**src/rtl/hdf_pkg.sv**
```systemverilog
// shared types, widths and codes of the hillslope diffusion flux block
package hdf_pkg;

  localparam int MaxNeighborsDef = 20;

  localparam int ElevW  = 32;
  localparam int LenW   = 32;
  localparam int DzW    = ElevW + 1;
  localparam int ProdW  = 2 * LenW;
  localparam int SumW   = 48;
  localparam int QuotW  = SumW + 1;
  localparam int ModeW  = 2;

  localparam int InTdataW  = 136;
  localparam int OutTdataW = 56;

  // largest term magnitude before the clamp, two to the power of the sum width
  localparam logic [QuotW-1:0] TermCap = {1'b1, {SumW{1'b0}}};

  localparam logic [ModeW-1:0] ModePlain    = 2'd0;
  localparam logic [ModeW-1:0] ModeDownhill = 2'd1;
  localparam logic [ModeW-1:0] ModeMarine   = 2'd2;

  typedef struct packed {
    logic             done;
    logic             over;
    logic [QuotW-1:0] quot;
  } div_res_t;

endpackage

```
**src/rtl/hdf_div.sv**
```systemverilog
// iterative restoring divider, one quotient bit per cycle through one shared subtractor
module hdf_div import hdf_pkg::*; (
  input  logic             clk_i,
  input  logic             rst_ni,
  input  logic             start_i,
  input  logic [ProdW-1:0] dividend_i,
  input  logic [LenW-1:0]  divisor_i,
  output div_res_t         res_o
);

  localparam int DivSteps = QuotW + 1;
  localparam int CntW     = $clog2(DivSteps + 1);
  localparam int HiW      = ProdW - QuotW;

  logic             busy_q;
  logic             done_q;
  logic             over_q;
  logic [CntW-1:0]  cnt_q;
  logic [LenW-1:0]  rem_q;
  logic [QuotW-1:0] low_q;
  logic [QuotW-1:0] quot_q;

  logic            check;
  logic [LenW:0]   cand;
  logic [LenW:0]   diff;
  logic            ge;

  // first busy cycle tests whether the quotient reaches past the kept bits
  assign check = (cnt_q == CntW'(DivSteps));
  assign cand  = check ? {1'b0, rem_q} : {rem_q, low_q[QuotW-1]};
  assign ge    = (cand >= {1'b0, divisor_i});
  assign diff  = cand - {1'b0, divisor_i};

  always_ff @(posedge clk_i or negedge rst_ni) begin
    if (!rst_ni) begin
      busy_q <= 1'b0;
      done_q <= 1'b0;
      cnt_q  <= '0;
    end else begin
      done_q <= 1'b0;
      if (start_i) begin
        busy_q <= 1'b1;
        cnt_q  <= CntW'(DivSteps);
      end else if (busy_q) begin
        cnt_q <= cnt_q - 1'b1;
        if ((check && ge) || (!check && cnt_q == CntW'(1))) begin
          busy_q <= 1'b0;
          done_q <= 1'b1;
        end
      end
    end
  end

  always_ff @(posedge clk_i) begin
    if (start_i) begin
      rem_q  <= {{(LenW-HiW){1'b0}}, dividend_i[ProdW-1:QuotW]};
      low_q  <= dividend_i[QuotW-1:0];
      over_q <= 1'b0;
    end else if (busy_q) begin
      if (check) begin
        over_q <= ge;
      end else begin
        rem_q  <= ge ? diff[LenW-1:0] : cand[LenW-1:0];
        low_q  <= {low_q[QuotW-2:0], 1'b0};
        quot_q <= {quot_q[QuotW-2:0], ge};
      end
    end
  end

  assign res_o.done = done_q;
  assign res_o.over = over_q;
  assign res_o.quot = quot_q;

endmodule

```
**src/rtl/hdf_acc.sv**
```systemverilog
// saturating flux accumulator with term clamp and clip flag
module hdf_acc import hdf_pkg::*; (
  input  logic            clk_i,
  input  logic            rst_ni,
  input  logic            clear_i,
  input  logic            neg_i,
  input  div_res_t        res_i,
  output logic [SumW-1:0] sum_o,
  output logic            clip_o
);

  logic [SumW-1:0]        sum_q;
  logic                   clip_q;
  logic                   term_clip;
  logic [QuotW-1:0]       mag;
  logic signed [SumW+1:0] term;
  logic signed [SumW+1:0] total;
  logic                   sum_ovf;
  logic [SumW-1:0]        sum_sat;

  assign term_clip = res_i.over || (res_i.quot > TermCap);
  assign mag       = term_clip ? TermCap : res_i.quot;
  assign term      = neg_i ? -$signed({1'b0, mag}) : $signed({1'b0, mag});
  assign total     = $signed({{2{sum_q[SumW-1]}}, sum_q}) + term;

  // top three bits disagree when the sum left the signed range
  assign sum_ovf = !((total[SumW+1:SumW-1] == 3'b000) || (total[SumW+1:SumW-1] == 3'b111));
  assign sum_sat = total[SumW+1] ? {1'b1, {(SumW-1){1'b0}}} : {1'b0, {(SumW-1){1'b1}}};

  always_ff @(posedge clk_i or negedge rst_ni) begin
    if (!rst_ni) begin
      sum_q  <= '0;
      clip_q <= 1'b0;
    end else if (clear_i) begin
      sum_q  <= '0;
      clip_q <= 1'b0;
    end else if (res_i.done) begin
      sum_q  <= sum_ovf ? sum_sat : total[SumW-1:0];
      clip_q <= clip_q | term_clip | sum_ovf;
    end
  end

  assign sum_o  = sum_q;
  assign clip_o = clip_q;

endmodule

```
**src/rtl/hillslope_diffusion_flux_top.sv**
```systemverilog
// top level: neighbor stream in, node flux out, sequencer around the shared divider
// steps: an item that adds nothing is accepted in idle; a contributing item passes
//   accept, multiply, divider load, the divider range test (which ends an overflowing
//   divide early) and a step for each quotient bit, then the result write
// flow: one item at a time, as s_axis_tready is low outside idle; after a last item
//   the emit state moves the node result into the output register once it is free
// reset: asynchronous active low; sequencer to idle, counter, sum, flag, mode to zero
module hillslope_diffusion_flux_top import hdf_pkg::*; #(
  parameter int MaxNeighbors = MaxNeighborsDef
) (
  input  logic                 clk_i,
  input  logic                 rst_ni,
  // center_elevation, center_inside, center_deposit, neighbor_elevation,
  // neighbor_inside, neighbor_deposit, edge_length, distance, zero pad
  input  logic [InTdataW-1:0]  s_axis_tdata,
  input  logic                 s_axis_tlast,
  input  logic                 s_axis_tvalid,
  output logic                 s_axis_tready,
  // node_flux, flux_saturated, zero pad
  output logic [OutTdataW-1:0] m_axis_tdata,
  output logic                 m_axis_tvalid,
  input  logic                 m_axis_tready,
  input  logic [ModeW-1:0]     cfg_data_i,
  input  logic                 cfg_valid_i,
  output logic                 cfg_ready_o
);

  localparam int CntW = $clog2(MaxNeighbors + 1);

  typedef enum logic [4:0] {
    StIdle  = 5'b00001,
    StMul   = 5'b00010,
    StStart = 5'b00100,
    StDiv   = 5'b01000,
    StEmit  = 5'b10000
  } state_e;

  state_e state_q, state_d;

  logic [ModeW-1:0] mode_q;
  logic [CntW-1:0]  cnt_q;
  logic [LenW-1:0]  mag_q;
  logic             neg_q;
  logic [LenW-1:0]  edge_q;
  logic [LenW-1:0]  dist_q;
  logic             last_q;
  logic [ProdW-1:0] prod_q;
  logic             m_valid_q;
  logic [SumW-1:0]  flux_q;
  logic             sat_q;

  logic [ElevW-1:0] c_elev, n_elev;
  logic             c_in, c_dep, n_in, n_dep;
  logic [LenW-1:0]  in_edge, in_dist;
  logic [DzW-1:0]   dz;
  logic [DzW-1:0]   dz_abs;
  logic             dz_neg, dz_pos;
  logic             qual, room, contrib;
  logic             accept, emit_go;
  div_res_t         div_res;
  logic [SumW-1:0]  acc_sum;
  logic             acc_clip;

  assign c_elev  = s_axis_tdata[31:0];
  assign c_in    = s_axis_tdata[32];
  assign c_dep   = s_axis_tdata[33];
  assign n_elev  = s_axis_tdata[65:34];
  assign n_in    = s_axis_tdata[66];
  assign n_dep   = s_axis_tdata[67];
  assign in_edge = s_axis_tdata[99:68];
  assign in_dist = s_axis_tdata[131:100];

  assign dz     = {n_elev[ElevW-1], n_elev} - {c_elev[ElevW-1], c_elev};
  assign dz_neg = dz[DzW-1];
  assign dz_pos = !dz_neg && (dz != '0);
  assign dz_abs = dz_neg ? -dz : dz;

  always_comb begin
    qual = 1'b0;
    unique case (mode_q)
      ModePlain:    qual = n_in || dz_neg;
      ModeDownhill: qual = dz_neg;
      ModeMarine:   qual = n_in ? ((c_dep && dz_neg) || (n_dep && dz_pos)) : (dz_neg && c_dep);
      default:      qual = 1'b0;
    endcase
  end

  assign room    = (cnt_q < CntW'(MaxNeighbors));
  assign contrib = room && c_in && (in_dist != '0) && qual;

  assign s_axis_tready = (state_q == StIdle);
  assign accept        = s_axis_tvalid && s_axis_tready;
  assign emit_go       = (state_q == StEmit) && (!m_valid_q || m_axis_tready);
  assign cfg_ready_o   = 1'b1;

  always_comb begin
    state_d = state_q;
    unique case (state_q)
      StIdle: begin
        if (accept) begin
          if (contrib) begin
            state_d = StMul;
          end else if (s_axis_tlast) begin
            state_d = StEmit;
          end
        end
      end
      StMul:   state_d = StStart;
      StStart: state_d = StDiv;
      StDiv: begin
        if (div_res.done) begin
          state_d = last_q ? StEmit : StIdle;
        end
      end
      StEmit: begin
        if (emit_go) begin
          state_d = StIdle;
        end
      end
      default: state_d = StIdle;
    endcase
  end

  always_ff @(posedge clk_i or negedge rst_ni) begin
    if (!rst_ni) begin
      state_q   <= StIdle;
      mode_q    <= ModePlain;
      cnt_q     <= '0;
      m_valid_q <= 1'b0;
    end else begin
      state_q <= state_d;
      if (cfg_valid_i && cfg_ready_o) begin
        mode_q <= cfg_data_i;
      end
      if (emit_go) begin
        cnt_q <= '0;
      end else if (accept && room) begin
        cnt_q <= cnt_q + 1'b1;
      end
      if (emit_go) begin
        m_valid_q <= 1'b1;
      end else if (m_axis_tready) begin
        m_valid_q <= 1'b0;
      end
    end
  end

  always_ff @(posedge clk_i) begin
    if (accept) begin
      mag_q  <= dz_abs[LenW-1:0];
      neg_q  <= dz_neg;
      edge_q <= in_edge;
      dist_q <= in_dist;
      last_q <= s_axis_tlast;
    end
    if (state_q == StMul) begin
      prod_q <= ProdW'(mag_q) * ProdW'(edge_q);
    end
    if (emit_go) begin
      flux_q <= acc_sum;
      sat_q  <= acc_clip;
    end
  end

  hdf_div u_div (
    .clk_i      (clk_i),
    .rst_ni     (rst_ni),
    .start_i    (state_q == StStart),
    .dividend_i (prod_q),
    .divisor_i  (dist_q),
    .res_o      (div_res)
  );

  hdf_acc u_acc (
    .clk_i   (clk_i),
    .rst_ni  (rst_ni),
    .clear_i (emit_go),
    .neg_i   (neg_q),
    .res_i   (div_res),
    .sum_o   (acc_sum),
    .clip_o  (acc_clip)
  );

  assign m_axis_tvalid = m_valid_q;
  assign m_axis_tdata  = {{(OutTdataW-SumW-1){1'b0}}, sat_q, flux_q};

  // divider result only arrives while the sequencer waits for it
  a_div_done_in_div: assert property (@(posedge clk_i) disable iff (!rst_ni)
    div_res.done |-> (state_q == StDiv))
    else $error("divider finished outside the divide state");

  a_cnt_bound: assert property (@(posedge clk_i) disable iff (!rst_ni)
    cnt_q <= CntW'(MaxNeighbors))
    else $error("neighbor count beyond its limit");

  a_contrib_to_mul: assert property (@(posedge clk_i) disable iff (!rst_ni)
    (accept && contrib) |=> (state_q == StMul))
    else $error("contributing item did not start the multiply");

  a_out_from_emit: assert property (@(posedge clk_i) disable iff (!rst_ni)
    $rose(m_valid_q) |-> $past(state_q == StEmit))
    else $error("output item raised outside the emit state");

endmodule
```
**config.mk**
```make
export PLATFORM = sky130hd
export DESIGN_NAME = hillslope_diffusion_flux_top
export DESIGN_NICKNAME = d
export VERILOG_FILES = /design/src/rtl/hdf_pkg.sv /design/src/rtl/hdf_div.sv /design/src/rtl/hdf_acc.sv /design/src/rtl/hillslope_diffusion_flux_top.sv
export SDC_FILE = /design/constraint.sdc
export NUM_CORES = 2
export LEC_CHECK = 0
export BUFFER_PORTS_ARGS = -buffer_cell sky130_fd_sc_hd__buf_2
export CAP_MARGIN = 20
export CORE_MARGIN = 3
export CORE_UTILIZATION = 55
export CTS_CLUSTER_SIZE = 24
export DETAILED_ROUTE_END_ITERATION = 8
export GPL_ROUTABILITY_DRIVEN = 0
export PLACE_DENSITY = 0.75
export SLEW_MARGIN = 20
export SYNTH_ARGS = -nofsm -noshare
export SYNTH_HDL_FRONTEND = slang
export SYNTH_SLANG_ARGS = --single-unit
```
**constraint.sdc**
```tcl
create_clock -name clk_i -period 9.1 [get_ports clk_i]
set_input_delay 1.365 -clock clk_i [delete_from_list [all_inputs] [get_ports clk_i]]
set_output_delay 1.365 -clock clk_i [all_outputs]
set_load 0.01 [all_outputs]
```
==> flow_metrics.env <==
export IMPL_wl_per_cell_um=18.4
export IMPL_antenna_found_initial=6
export IMPL_rows=117
export IMPL_startpoint="mag_q[12]$_DFFE_PP_"
export IMPL_cts_buffer_depth=3
export IMPL_core_area_um2=102000
export IMPL_worstPathRequired_ns=9.54
export IMPL_cp_top_family="adder cells"
export IMPL_cts_tree="done"
export IMPL_grt_setup_unrepaired="false"
export IMPL_crit_chain="nand2_1, fa_1, inv_1, fa_1, inv_1, fa_1, inv_1, fa_1, fa_1, fa_1, fa_1, fa_1, ha_1, a21oi_1, nand2_1, a211oi_1, o21ai_0, a211oi_1, buf_4, o21ai_0, a31o_2, a41oi_1, nor2_1, o311ai_0"
export IMPL_path_buf_inv=4
export IMPL_layout_drive_gt1_share_pct=7.30
export IMPL_grt_max_degree=79
export IMPL_setup_slack_ns=0.471
export IMPL_max_slew_margin_pct=21.3
export IMPL_port_buffers=190
export IMPL_max_stage_delay_ns=1.13
export IMPL_die_area_um2=107000
export IMPL_slowest_stage="edfxtp_1"
export IMPL_dp_final_hpwl_um=110000
export IMPL_yosysTopAreaCell="fa_1"
export IMPL_path_clk_slew_ns=0.06
export IMPL_cpMostUsedCell="fa_1"
export IMPL_min_from="u_div.rem_q[26]$_SDFFE_PP0P_"
export IMPL_area_growth_pct=7.42
export IMPL_grt_pass1_wl_um=224000
export IMPL_async_reset_ff_share_pct=17.0
export IMPL_drc=0
export IMPL_yosys_warnings=0
export IMPL_ys_seq_area_share_pct=20.9
export IMPL_postSynthCellCount=6030
export IMPL_cts_resized=0
export IMPL_initial_core_util_pct=55.6
export IMPL_cts_htree_levels=2
export IMPL_preCtsSetupSlack_ns=0.422
export IMPL_period_share_pct=94.8
export IMPL_routed_wl_um=138000
export IMPL_maxCapViolations=0
export IMPL_track_usage_pct=26.1
export IMPL_ys_types=97
export IMPL_synth_most_common_cell="inv_1"
export IMPL_layout_min_cycle_time_ns=8.63
export IMPL_hold_violations=0
export IMPL_max_freq_ghz=0.116
export IMPL_num_vias=41900
export IMPL_route_antenna_remaining_nets=0
export IMPL_avgSynthCellArea_um2=9.39
export IMPL_dp_cells=7399
export IMPL_via_per_inst=5.58
export IMPL_drt_first_pass_iters=6
export IMPL_cts_buffers=49
export IMPL_die_width_um=327
export IMPL_crit_fanout=26
export IMPL_max_slew_worst_pin_slew_ns=1.18
export IMPL_hp_class="register to register"
export IMPL_synth_edf_count=324
export IMPL_insertion_delay_ns=0.66
export IMPL_rr_startpoint="mag_q[12]$_DFFE_PP_"
export IMPL_die_h_um=327
export IMPL_slew_violations=0
export IMPL_cts_hold_buf=0
export IMPL_finalNetCount=7508
export IMPL_setup_viol=0
export IMPL_yosys_top_cells_count="999 x inv_1, 906 x nand2_1, 899 x fa_1, 579 x and2_1, 382 x ha_1"
export IMPL_endpoint_kind="register"
export IMPL_crit_path_start_kind="register"
export IMPL_synth_area_um2=56600
export IMPL_ys_flop_type="edfxtp_1"
export IMPL_critPathKind="register to register"
export IMPL_dr_first_iter_drc_count=3049
export IMPL_tns_ns=0
export IMPL_grt_overflow_total=0
export IMPL_cp_arrival_ns=9.07
export IMPL_final_cells=7495
export IMPL_status="complete, no violations"
export IMPL_boundaryPins=203
export IMPL_finClkSkew_ns=0.0266
export IMPL_clock_root_buffer="clkbuf_16"
export IMPL_grt_pass1_vias=43200
export IMPL_synth_area_leaders="fa_1 32%, edfxtp_1 17%, ha_1 8.4%, inv_1 6.6%, and2_1 6.4%"
export IMPL_synth_seq_cells=412
export IMPL_cts_sinks=412
export IMPL_whs_ns=0.488
export IMPL_post_cts_buffers=0
export IMPL_synth_top_area_share_pct=31.8
==> worst register-to-register path, stage by stage, from the launching register on <==
cell      delay (ns)
edfxtp_1        1.13
nand2_1         0.20
fa_1            0.57
inv_1           0.06
fa_1            0.50
inv_1           0.05
fa_1            0.48
inv_1           0.06
fa_1            0.48
fa_1            0.57
fa_1            0.43
fa_1            0.52
fa_1            0.43
ha_1            0.38
a21oi_1         0.26
nand2_1         0.10
a211oi_1        0.30
o21ai_0         0.16
a211oi_1        0.25
buf_4           0.20
o21ai_0         0.22
a31o_2          0.34
a41oi_1         0.28
nor2_1          0.11
o311ai_0        0.37
==> routing by layer <==
metal / vias up / wire length [um] / GRT usage (%)
met5: - / 21 / 0
met4: 4 / 4550 / 8.20
met3: 308 / 11800 / 5.78
met2: 1551 / 63600 / 42.2
met1: 20700 / 58300 / 35.3
li1: 19300 / - / -
==> worst paths after layout <==
path,to,slack [ns],cells after the start
max reg2reg,prod_q[62]$_DFFE_PP_,0.47,24
min reg2reg,u_div.rem_q[26]$_SDFFE_PP0P_,0.49,2
max in group asynchronous,u_acc.sum_o[46]$_DFFE_PN0P_,7.83,2
max,prod_q[62]$_DFFE_PP_,0.47,24
min,u_div.rem_q[26]$_SDFFE_PP0P_,0.49,2
min in group asynchronous,u_acc.sum_o[2]$_DFFE_PN0P_,0.67,1
==> registers in the layout (all words and copies together) (netlist names), 2 cells and up <==
register	count
edge_q	32
mag_q	32
prod_q	64
cnt_q	5
u_div.low_q	49
flux_q	48
u_div.rem_q	32
u_div.quot_q	49
state_q	5
mode_q	2
dist_q	32
u_div.cnt_q	6
u_acc.sum_o	48
==> cell type report <==
cell class	count	area (um^2)
clock inverters	29	402
flip-flops and latches	412	11800
fillers	8552	41100
repair buffers	303	1830
clock buffers	63	1390
inverters	1000	3750
well taps	1368	1710
multi-input cells	4317	39900
diodes	3	7.51
==> cell usage in the layout, fill, tap and decap left out, types with 9 or more instances in the layout <==
master       n
dfrtp_1     69
o21bai_1    26
nand2b_1    30
and3_1      21
edfxtp_1   324
or2_2       11
nand3_1     48
buf_2      189
mux2i_1     14
clkbuf_16   52
o21a_1      28
nor2_1     166
dfxtp_1     18
and2_1     578
xor2_1      92
o21ai_0    162
buf_4      112
a21boi_0     9
o221ai_1     9
fa_1       899
a211oi_1    32
a31oi_1     35
a21oi_1    252
a21o_1      92
o31ai_1     25
nor4_1      20
o21ai_1     33
ha_1       382
nor3_1      41
nand2_1    906
inv_1      997
xnor2_1    122
nand4_1     40
nor2b_1     23
or3_1       18
o211ai_1    23
==> kinds of logic (layout without fill, tap and decap cells) <==
kind of cell | count (synthesis) | count (layout) | share of synthesized area [%]
muxes | 18 | 18 | 0.327
buffers and inverters | 1307 | 1395 | 8.79
xor gates and xnor gates | 215 | 215 | 3.34
AOI/OAI and AO/OA | 838 | 838 | 9.41
DFF | 412 | 412 | 20.9
adders and majority gates | 1281 | 1281 | 40.2
other | 2 | 11 | 0.0133
and+or+nand+nor | 1957 | 1957 | 17.0
==> per-stage QoR <==
| stage | instance area, um^2 | util [%] |
|---|---|---|
| 2_1_floorplan | 56600 | - |
| 3_3_place_gp | 59000 | 57.9 |
| 3_5_place_dp | 59000 | 57.9 |
| 4_1_cts | 60800 | 59.6 |
| 5_1_grt | 60800 | 59.7 |
| 6_report | 60800 | 59.7 |
Power is left out: the tool's default activity adds up to more than one toggle a clock period on the data nets, which glitch-free logic cannot reach.
